### config.mk
export PLATFORM = sky130hd
export DESIGN_NAME = texel_format_decoder_core_flat
export DESIGN_NICKNAME = d
export VERILOG_FILES = /design/src/rtl/tfd_pkg.sv /design/src/rtl/tfd_if.sv /design/src/rtl/texel_format_decoder_core.sv /design/src/rtl/tfd_cfg_regs.sv /design/src/rtl/tfd_lookup.sv /design/src/rtl/tfd_sum.sv /design/src/rtl/tfd_clamp.sv /design/src/flat_wrapper.sv
export SDC_FILE = /design/constraint.sdc
export NUM_CORES = 1
export LEC_CHECK = 0
export ABC_AREA = 1
export BUFFER_PORTS_ARGS = -buffer_cell sky130_fd_sc_hd__buf_4
export CORE_ASPECT_RATIO = 1.2
export CORE_MARGIN = 4
export CORE_UTILIZATION = 65
export DETAILED_ROUTE_END_ITERATION = 6
export PLACE_DENSITY = 0.8
export SLEW_MARGIN = 20
export SYNTH_ARGS = -nofsm -noshare
export SYNTH_HDL_FRONTEND = slang
export SYNTH_SLANG_ARGS = --single-unit
### constraint.sdc
create_clock -name clk -period 8.7 [get_ports clk]
set_input_delay 1.74 -clock clk [delete_from_list [all_inputs] [get_ports clk]]
set_output_delay 1.74 -clock clk [all_outputs]
set_load 0.05 [all_outputs]
### src/rtl/tfd_pkg.sv
// shared types, register codes and table selection functions for the texel format decoder
package tfd_pkg;

	localparam int unsigned TexelW  = 16;
	localparam int unsigned ChanW   = 8;
	localparam int unsigned ChromaW = 9;
	localparam int unsigned SumW    = 11;
	localparam int unsigned CfgIdxW = 3;
	localparam int unsigned CfgDatW = 64;
	localparam int unsigned LumaRegW  = 64;
	localparam int unsigned TripleW   = 3 * ChromaW;
	localparam int unsigned ChromaRegW = 2 * TripleW;

	typedef enum logic [1:0] {
		FMT_ARGB4444 = 2'd0,
		FMT_ARGB1555 = 2'd1,
		FMT_YIQ422   = 2'd2,
		FMT_BAD      = 2'd3
	} fmt_t;

	typedef enum logic [CfgIdxW-1:0] {
		REG_TEXEL_FORMAT = 3'd0,
		REG_LUMA_LOW     = 3'd1,
		REG_LUMA_HIGH    = 3'd2,
		REG_I_LOW        = 3'd3,
		REG_I_HIGH       = 3'd4,
		REG_Q_LOW        = 3'd5,
		REG_Q_HIGH       = 3'd6
	} reg_idx_t;

	typedef struct packed {
		fmt_t                  fmt;
		logic [LumaRegW-1:0]   luma_lo;
		logic [LumaRegW-1:0]   luma_hi;
		logic [ChromaRegW-1:0] i_lo;
		logic [ChromaRegW-1:0] i_hi;
		logic [ChromaRegW-1:0] q_lo;
		logic [ChromaRegW-1:0] q_hi;
	} cfg_t;

	// chroma triple: r in the low bits, then g, then b
	typedef struct packed {
		logic signed [ChromaW-1:0] b;
		logic signed [ChromaW-1:0] g;
		logic signed [ChromaW-1:0] r;
	} triple_t;

	typedef struct packed {
		fmt_t             fmt;
		logic [ChanW-1:0] dr;
		logic [ChanW-1:0] dg;
		logic [ChanW-1:0] db;
		logic [ChanW-1:0] da;
		logic [ChanW-1:0] luma;
		triple_t          iv;
		triple_t          qv;
	} look_t;

	typedef struct packed {
		fmt_t                   fmt;
		logic [ChanW-1:0]       dr;
		logic [ChanW-1:0]       dg;
		logic [ChanW-1:0]       db;
		logic [ChanW-1:0]       da;
		logic signed [SumW-1:0] sr;
		logic signed [SumW-1:0] sg;
		logic signed [SumW-1:0] sb;
	} sum_t;

	typedef struct packed {
		logic [ChanW-1:0] red;
		logic [ChanW-1:0] green;
		logic [ChanW-1:0] blue;
		logic [ChanW-1:0] alpha;
		logic             format_bad;
	} pix_t;

	function automatic logic [ChanW-1:0] luma_sel(
		input logic [LumaRegW-1:0] lo,
		input logic [LumaRegW-1:0] hi,
		input logic [3:0]          idx
	);
		logic [LumaRegW-1:0] word;
		word = idx[3] ? hi : lo;
		return word[{idx[2:0], 3'b000} +: ChanW];
	endfunction

	function automatic triple_t chroma_sel(
		input logic [ChromaRegW-1:0] lo,
		input logic [ChromaRegW-1:0] hi,
		input logic [1:0]            idx
	);
		logic [ChromaRegW-1:0] word;
		word = idx[1] ? hi : lo;
		return idx[0] ? word[ChromaRegW-1:TripleW] : word[TripleW-1:0];
	endfunction

	function automatic logic [ChanW-1:0] clamp8(input logic signed [SumW-1:0] v);
		logic [ChanW-1:0] res;
		if (v[SumW-1])
			res = '0;
		else if (v[SumW-2:ChanW] != '0)
			res = '1;
		else
			res = v[ChanW-1:0];
		return res;
	endfunction

endpackage

### src/rtl/tfd_if.sv
// valid/ready channel interfaces for texel words, pixel words and register writes
interface tfd_texel_if;
	import tfd_pkg::*;
	logic              valid;
	logic              ready;
	logic [TexelW-1:0] texel_word;
	modport source (output valid, output texel_word, input ready);
	modport sink (input valid, input texel_word, output ready);
endinterface

interface tfd_pixel_if;
	import tfd_pkg::*;
	logic             valid;
	logic             ready;
	logic [ChanW-1:0] red;
	logic [ChanW-1:0] green;
	logic [ChanW-1:0] blue;
	logic [ChanW-1:0] alpha;
	logic             format_bad;
	modport source (output valid, output red, output green, output blue, output alpha,
		output format_bad, input ready);
	modport sink (input valid, input red, input green, input blue, input alpha,
		input format_bad, output ready);
endinterface

interface tfd_cfg_if;
	import tfd_pkg::*;
	logic               valid;
	logic               ready;
	logic [CfgIdxW-1:0] index;
	logic [CfgDatW-1:0] data;
	modport source (output valid, output index, output data, input ready);
	modport sink (input valid, input index, input data, output ready);
endinterface

### src/rtl/texel_format_decoder_core.sv
// texel format decoder top level: config registers and three-stage decode pipeline
//
//   channel  modport  word                                          handshake
//   texel    sink     texel_word[15:0]                              valid/ready
//   pixel    source   red, green, blue, alpha[7:0], format_bad      valid/ready
//   cfg      sink     index[2:0], data[63:0]                        valid/ready, ready tied high
//
// one texel per cycle sustained while the pixel side is ready; a result is registered in the
// lookup, add and clamp register stages in turn after its texel is taken.
// reset clears every stage valid bit and the config registers to zero (format argb4444).
// each stage holds while it and every later stage are full and the pixel side is not ready;
// empty stages close up, so texel.ready drops only when all three stages are full.
module texel_format_decoder_core import tfd_pkg::*; (
	input  logic         clk,
	input  logic         arst_n,
	tfd_texel_if.sink    texel,
	tfd_pixel_if.source  pixel,
	tfd_cfg_if.sink      cfg
);

	cfg_t  cfg_regs;
	logic  vld_1, rdy_1, vld_2, rdy_2;
	look_t look_1;
	sum_t  sum_2;
	pix_t  pix_3;
	fmt_t  fmt_3;

	assign cfg.ready = 1'b1;

	tfd_cfg_regs u_cfg (
		.clk      (clk),
		.arst_n   (arst_n),
		.wr_en    (cfg.valid),
		.wr_index (cfg.index),
		.wr_data  (cfg.data),
		.cfg      (cfg_regs)
	);

	tfd_lookup u_lookup (
		.clk      (clk),
		.arst_n   (arst_n),
		.cfg      (cfg_regs),
		.in_vld   (texel.valid),
		.in_texel (texel.texel_word),
		.in_rdy   (texel.ready),
		.out_vld  (vld_1),
		.out_data (look_1),
		.out_rdy  (rdy_1)
	);

	tfd_sum u_sum (
		.clk      (clk),
		.arst_n   (arst_n),
		.in_vld   (vld_1),
		.in_data  (look_1),
		.in_rdy   (rdy_1),
		.out_vld  (vld_2),
		.out_data (sum_2),
		.out_rdy  (rdy_2)
	);

	tfd_clamp u_clamp (
		.clk      (clk),
		.arst_n   (arst_n),
		.in_vld   (vld_2),
		.in_data  (sum_2),
		.in_rdy   (rdy_2),
		.out_vld  (pixel.valid),
		.out_data (pix_3),
		.out_fmt  (fmt_3),
		.out_rdy  (pixel.ready)
	);

	assign pixel.red        = pix_3.red;
	assign pixel.green      = pix_3.green;
	assign pixel.blue       = pix_3.blue;
	assign pixel.alpha      = pix_3.alpha;
	assign pixel.format_bad = pix_3.format_bad;

	// backpressure only comes from the pixel side with the whole pipe full
	a_stall_full: assert property (@(posedge clk) disable iff (!arst_n)
		!texel.ready |-> (vld_1 && vld_2 && pixel.valid && !pixel.ready))
		else $error("texel side stalled with a free stage");

	// a taken texel always lands in stage one
	a_take_lands: assert property (@(posedge clk) disable iff (!arst_n)
		texel.valid && texel.ready |=> vld_1)
		else $error("accepted texel lost at stage one");

	// unsupported format gives an all-zero word
	a_bad_zero: assert property (@(posedge clk) disable iff (!arst_n)
		pixel.valid && pixel.format_bad |->
		(pixel.red == '0 && pixel.green == '0 && pixel.blue == '0 && pixel.alpha == '0))
		else $error("format_bad word carries colour");

	// flag and format agree, and ncc words are opaque
	a_bad_fmt: assert property (@(posedge clk) disable iff (!arst_n)
		pixel.valid |-> (pixel.format_bad == (fmt_3 == FMT_BAD)))
		else $error("format_bad does not follow format");

	a_ncc_alpha: assert property (@(posedge clk) disable iff (!arst_n)
		pixel.valid && fmt_3 == FMT_YIQ422 |-> pixel.alpha == '1)
		else $error("ncc word not opaque");

endmodule

### src/rtl/tfd_cfg_regs.sv
// format and ncc table registers
module tfd_cfg_regs import tfd_pkg::*; (
	input  logic               clk,
	input  logic               arst_n,
	input  logic               wr_en,
	input  logic [CfgIdxW-1:0] wr_index,
	input  logic [CfgDatW-1:0] wr_data,
	output cfg_t               cfg
);

	cfg_t cfg_q;

	always_ff @(posedge clk or negedge arst_n) begin
		if (!arst_n) begin
			cfg_q <= '0;
		end else if (wr_en) begin
			case (wr_index)
				REG_TEXEL_FORMAT: cfg_q.fmt     <= fmt_t'(wr_data[1:0]);
				REG_LUMA_LOW:     cfg_q.luma_lo <= wr_data[LumaRegW-1:0];
				REG_LUMA_HIGH:    cfg_q.luma_hi <= wr_data[LumaRegW-1:0];
				REG_I_LOW:        cfg_q.i_lo    <= wr_data[ChromaRegW-1:0];
				REG_I_HIGH:       cfg_q.i_hi    <= wr_data[ChromaRegW-1:0];
				REG_Q_LOW:        cfg_q.q_lo    <= wr_data[ChromaRegW-1:0];
				REG_Q_HIGH:       cfg_q.q_hi    <= wr_data[ChromaRegW-1:0];
				default: ;
			endcase
		end
	end

	assign cfg = cfg_q;

endmodule

### src/rtl/tfd_lookup.sv
// stage 1: direct argb widening and ncc table lookups
module tfd_lookup import tfd_pkg::*; (
	input  logic              clk,
	input  logic              arst_n,
	input  cfg_t              cfg,
	input  logic              in_vld,
	input  logic [TexelW-1:0] in_texel,
	output logic              in_rdy,
	output logic              out_vld,
	output look_t             out_data,
	input  logic              out_rdy
);

	logic  vld_s1;
	look_t data_s1;
	look_t nxt;

	always_comb begin
		nxt      = '0;
		nxt.fmt  = cfg.fmt;
		nxt.luma = luma_sel(cfg.luma_lo, cfg.luma_hi, in_texel[7:4]);
		nxt.iv   = chroma_sel(cfg.i_lo, cfg.i_hi, in_texel[3:2]);
		nxt.qv   = chroma_sel(cfg.q_lo, cfg.q_hi, in_texel[1:0]);
		case (cfg.fmt)
			FMT_ARGB4444: begin
				nxt.dr = {in_texel[11:8], in_texel[11:8]};
				nxt.dg = {in_texel[7:4], in_texel[7:4]};
				nxt.db = {in_texel[3:0], in_texel[3:0]};
				nxt.da = {in_texel[15:12], in_texel[15:12]};
			end
			FMT_ARGB1555: begin
				nxt.dr = {in_texel[14:10], 3'b000};
				nxt.dg = {in_texel[9:5], 3'b000};
				nxt.db = {in_texel[4:0], 3'b000};
				nxt.da = {ChanW{in_texel[15]}};
			end
			default: ;
		endcase
	end

	assign in_rdy = !vld_s1 || out_rdy;

	always_ff @(posedge clk or negedge arst_n) begin
		if (!arst_n) begin
			vld_s1 <= 1'b0;
		end else if (in_rdy) begin
			vld_s1 <= in_vld;
		end
	end

	always_ff @(posedge clk) begin
		if (in_rdy && in_vld) begin
			data_s1 <= nxt;
		end
	end

	assign out_vld  = vld_s1;
	assign out_data = data_s1;

endmodule

### src/rtl/tfd_sum.sv
// stage 2: luma plus i plus q for each colour channel
module tfd_sum import tfd_pkg::*; (
	input  logic  clk,
	input  logic  arst_n,
	input  logic  in_vld,
	input  look_t in_data,
	output logic  in_rdy,
	output logic  out_vld,
	output sum_t  out_data,
	input  logic  out_rdy
);

	logic                   vld_s2;
	sum_t                   data_s2;
	sum_t                   nxt;
	logic signed [SumW-1:0] luma_ext;

	function automatic logic signed [SumW-1:0] sext(input logic signed [ChromaW-1:0] v);
		return {{(SumW-ChromaW){v[ChromaW-1]}}, v};
	endfunction

	always_comb begin
		luma_ext = {{(SumW-ChanW){1'b0}}, in_data.luma};
		nxt.fmt  = in_data.fmt;
		nxt.dr   = in_data.dr;
		nxt.dg   = in_data.dg;
		nxt.db   = in_data.db;
		nxt.da   = in_data.da;
		nxt.sr   = luma_ext + sext(in_data.iv.r) + sext(in_data.qv.r);
		nxt.sg   = luma_ext + sext(in_data.iv.g) + sext(in_data.qv.g);
		nxt.sb   = luma_ext + sext(in_data.iv.b) + sext(in_data.qv.b);
	end

	assign in_rdy = !vld_s2 || out_rdy;

	always_ff @(posedge clk or negedge arst_n) begin
		if (!arst_n) begin
			vld_s2 <= 1'b0;
		end else if (in_rdy) begin
			vld_s2 <= in_vld;
		end
	end

	always_ff @(posedge clk) begin
		if (in_rdy && in_vld) begin
			data_s2 <= nxt;
		end
	end

	assign out_vld  = vld_s2;
	assign out_data = data_s2;

endmodule

### src/rtl/tfd_clamp.sv
// stage 3: clamp, format select and output register
module tfd_clamp import tfd_pkg::*; (
	input  logic clk,
	input  logic arst_n,
	input  logic in_vld,
	input  sum_t in_data,
	output logic in_rdy,
	output logic out_vld,
	output pix_t out_data,
	output fmt_t out_fmt,
	input  logic out_rdy
);

	logic vld_s3;
	pix_t data_s3;
	fmt_t fmt_s3;
	pix_t nxt;

	always_comb begin
		nxt = '0;
		case (in_data.fmt)
			FMT_YIQ422: begin
				nxt.red   = clamp8(in_data.sr);
				nxt.green = clamp8(in_data.sg);
				nxt.blue  = clamp8(in_data.sb);
				nxt.alpha = '1;
			end
			FMT_BAD: begin
				nxt.format_bad = 1'b1;
			end
			default: begin
				nxt.red   = in_data.dr;
				nxt.green = in_data.dg;
				nxt.blue  = in_data.db;
				nxt.alpha = in_data.da;
			end
		endcase
	end

	assign in_rdy = !vld_s3 || out_rdy;

	always_ff @(posedge clk or negedge arst_n) begin
		if (!arst_n) begin
			vld_s3 <= 1'b0;
		end else if (in_rdy) begin
			vld_s3 <= in_vld;
		end
	end

	always_ff @(posedge clk) begin
		if (in_rdy && in_vld) begin
			data_s3 <= nxt;
			fmt_s3  <= in_data.fmt;
		end
	end

	assign out_vld  = vld_s3;
	assign out_data = data_s3;
	assign out_fmt  = fmt_s3;

endmodule

### src/flat_wrapper.sv
// flat-port wrapper written by rule: the top's interface ports become plain ports
module texel_format_decoder_core_flat import tfd_pkg::*;
  (clk, arst_n, texel_valid, texel_texel_word, texel_ready, pixel_valid, pixel_red, pixel_green, pixel_blue, pixel_alpha, pixel_format_bad, pixel_ready, cfg_valid, cfg_index, cfg_data, cfg_ready);
  tfd_texel_if texel_i ();
  tfd_pixel_if pixel_i ();
  tfd_cfg_if cfg_i ();
  input  logic clk;
  input  logic arst_n;
  input wire logic [$bits(texel_i.valid)-1:0] texel_valid;
  input wire logic [$bits(texel_i.texel_word)-1:0] texel_texel_word;
  output wire logic [$bits(texel_i.ready)-1:0] texel_ready;
  output wire logic [$bits(pixel_i.valid)-1:0] pixel_valid;
  output wire logic [$bits(pixel_i.red)-1:0] pixel_red;
  output wire logic [$bits(pixel_i.green)-1:0] pixel_green;
  output wire logic [$bits(pixel_i.blue)-1:0] pixel_blue;
  output wire logic [$bits(pixel_i.alpha)-1:0] pixel_alpha;
  output wire logic [$bits(pixel_i.format_bad)-1:0] pixel_format_bad;
  input wire logic [$bits(pixel_i.ready)-1:0] pixel_ready;
  input wire logic [$bits(cfg_i.valid)-1:0] cfg_valid;
  input wire logic [$bits(cfg_i.index)-1:0] cfg_index;
  input wire logic [$bits(cfg_i.data)-1:0] cfg_data;
  output wire logic [$bits(cfg_i.ready)-1:0] cfg_ready;
  assign texel_i.valid = texel_valid;
  assign texel_i.texel_word = texel_texel_word;
  assign texel_ready = texel_i.ready;
  assign pixel_valid = pixel_i.valid;
  assign pixel_red = pixel_i.red;
  assign pixel_green = pixel_i.green;
  assign pixel_blue = pixel_i.blue;
  assign pixel_alpha = pixel_i.alpha;
  assign pixel_format_bad = pixel_i.format_bad;
  assign pixel_i.ready = pixel_ready;
  assign cfg_i.valid = cfg_valid;
  assign cfg_i.index = cfg_index;
  assign cfg_i.data = cfg_data;
  assign cfg_ready = cfg_i.ready;
  texel_format_decoder_core u_core (.clk(clk), .arst_n(arst_n), .texel(texel_i), .pixel(pixel_i), .cfg(cfg_i));
endmodule
==> impl_metrics.toml <==
[outcome]
status = "completed"

[clock_network]
cts_setup_buffers = 0
cts-root-buf = "clkbuf_16"
cts_hold_buf = 0
cts_buffers = 49
clk_latency_ns = 0.57
cts_resized = 0
htree_num_levels = 2
cts_tree = "done"
path_clk_slew_ns = 0.06
cts.sinks = 533
clk_path_buf_depth = 3

[layout]
drive_above_1_share_pct = 9.32
final_cells = 3022
fin_nets = 2659
n_fill_cell = 2471
antenna_cells = 0
syn2layout_area_growth_pct = 10.6
final_area_mm2 = 0.0261

[grt]
grt_max_degree = 196
grt_pass1_vias = 17925
overflow = 0
grt_antenna_before_repair = 0
grt_usage_pct = 29.5
grt_pass1_wl_um = 92900

[synthesis]
synth-main-ff-cell = "dfrtp_1"
ys_ff_latch = 533
ys_async_sr_fraction_pct = 65.5
synthCells = 2477
syn_avg_cell_area_um2 = 9.53
syn_nets = 2622
yosysWarnings = 0
synth_edf_count = 184
ys_seq_area_share_pct = 60.4
synth_area_mm2 = 0.0236
synth.distinct_cells = 32

[die]
dieWidth_um = 182
die_h_um = 217
io_pins = 124
rows = 76
die_area_mm2 = 0.0394
core_area_mm2 = 0.0358
start_util_pct = 65.8

[place]
dpl_worst_slack_ns = 4.55
gp_congestion = 0.846
hpwlAfterDp_um = 35500
dp_cells = 2929
place_area_mm2 = 0.0244
io_buffer_count = 122

[critical_path]
cp.depth = 6
critPathLaunchType = "input port"
cp.buffers_inverters = 3
critPathMaxFanout = 3
worstPathRequired_ns = 6.96
worst_ep_arrival_time_ns = 2.41
crit_type = "input port to output pin"
worst_path_largest_cell_delay_ns = 0.20
critical-path-top-delay-family = "buffers and inverters"
crit_slowest_cell = "buf_4"
path_cells = "buf_4, inv_1, nand2_1, nor2_1, nand2_1, buf_4"
end_kind = "output pin"
reg2reg_depth = 9

[route]
vias_per_cell = 5.95
vias = 17996
wl_per_cell_um = 19.2
first_pass_iters = 6
wl_um = 58100
drtIter0Drc = 2077
drc = 0
ant_nets = 0

[timing]
finalCriticalPeriod_ns = 4.15
worst_slack_ns = 4.55
rsz0062_at_grt = "false"
skew_ns = 0.0134
setup_violations = 0
drv_slew = 0
final-hold-violation-count = 0
worst_slew_pin_slew_ns = 1.10
fmax_ghz = 0.241
slew-limit-headroom_pct = 26.8
timing.setup.tns_ns = 0
fin_crit_sh_pct = 47.7

[hold_path]
hp-class = "flop to flop"
holdPathStages = 0

[power_and_ir_drop]
p_leak_uw = 0.0121
ir_worst_vdd_v = 0.000184
powerDensity_mw_per_mm2 = 274
p_total_uw = 7160

[flow_run]
cap_violations = 0
==> metal layers <==
layer	part of all wire [%]	routed length (um)	track usage (%)
met4	5.2	3010	15.0
met5	0	0	0
met2	46	27000	46.6
met1	39	22600	39.7
met3	9.6	5550	5.66
==> layout make-up <==
class	instances	area [um^2]	share of cell area, %
clock buffer	76	1460	5.58
clock inverter	15	124	0.475
inverter	166	624	2.39
multi-input combinational	1627	7960	30.5
sequential	533	14300	54.6
tap	468	586	2.24
timing repair buffer	137	1090	4.17
==> state kept, by name, summed over array words and instances, names as in the netlist <==
| signal | flops |
|---|---|
| u_core.u_lookup.out_vld | 1 |
| u_core.u_clamp.out_vld | 1 |
| u_core.u_cfg.cfg | 346 |
| u_core.u_sum.out_vld | 1 |
| u_core.u_lookup.out_data | 92 |
| u_core.u_sum.out_data | 63 |
| u_core.u_clamp.out_data | 29 |
==> Yosys cell counts, types with 16 or more instances <==
master	count	area, um^2
nand2_1	682	2560
dfrtp_1	349	8730
o21ai_0	271	1360
o21ai_1	210	1050
nor2_1	191	717
edfxtp_1	184	5530
inv_1	160	601
nand3_1	89	445
o22ai_1	69	432
clkbuf_1	68	255
buf_2	44	220
ha_1	30	375
fa_1	27	541
buf_6	19	214
buf_4	16	120
==> logic make-up after synthesis <==
logic type / after synthesis / share of synthesized area [%]
compound gates: 574 / 12.7
xor+xnor: 13 / 0.483
fa+ha+maj: 57 / 3.88
buf+inv: 317 / 6.14
flops: 533 / 60.4
other cells: 1 / 0.0159
simple gates: 982 / 16.3
==> report_power, final <==
part / switching [uW] / leakage (uW) / internal (uW)
sequential: 253 / 0.00620 / 3210
clock: 910 / 0.000777 / 1210
combinational: 1030 / 0.00514 / 546
total: 2190 / 0.0121 / 4970
==> worst paths after layout <==
check                           slack [ns]                    startpoint                         to
worst min-delay path                  0.41  u_core.u_lookup.out_data[86]  u_core.u_sum.out_data[57]
min in group asynchronous             1.18                        arst_n      u_core.u_cfg.cfg[140]
worst max-delay path                  4.55                   pixel_ready                texel_ready
max in group asynchronous             6.05                        arst_n      u_core.u_cfg.cfg[337]
worst min register to register        0.41  u_core.u_lookup.out_data[86]  u_core.u_sum.out_data[57]
worst max register to register        6.11  u_core.u_lookup.out_data[55]   u_core.u_sum.out_data[7]
==> metrics by stage <==
stage / util [%] / hold slack (ns)
2_1_floorplan: - / 0.400
3_3_place_gp: 68.1 / 0.401
3_5_place_dp: 68.1 / 0.405
4_1_cts: 72.6 / 0.420
5_1_grt: 72.8 / 0.426
6_report: 72.8 / 0.415
==> cell usage in the layout (no fill, tap or decap), types with 5 or more instances in the layout <==
| cell | instances |
|---|---|
| clkinv_1 | 6 |
| o21ai_0 | 271 |
| dfrtp_1 | 349 |
| a21oi_1 | 12 |
| clkbuf_1 | 17 |
| o21ai_2 | 8 |
| nand2_1 | 680 |
| inv_2 | 7 |
| buf_4 | 133 |
| nor2_1 | 191 |
| edfxtp_1 | 184 |
| or2_2 | 5 |
| o21ai_1 | 210 |
| nand3_1 | 89 |
| clkbuf_8 | 6 |
| ha_1 | 30 |
| inv_1 | 157 |
| clkinv_2 | 7 |
| clkbuf_16 | 52 |
| xor2_1 | 12 |
| fa_1 | 27 |
| o22ai_1 | 69 |
(Power assumes the default switching activity.)
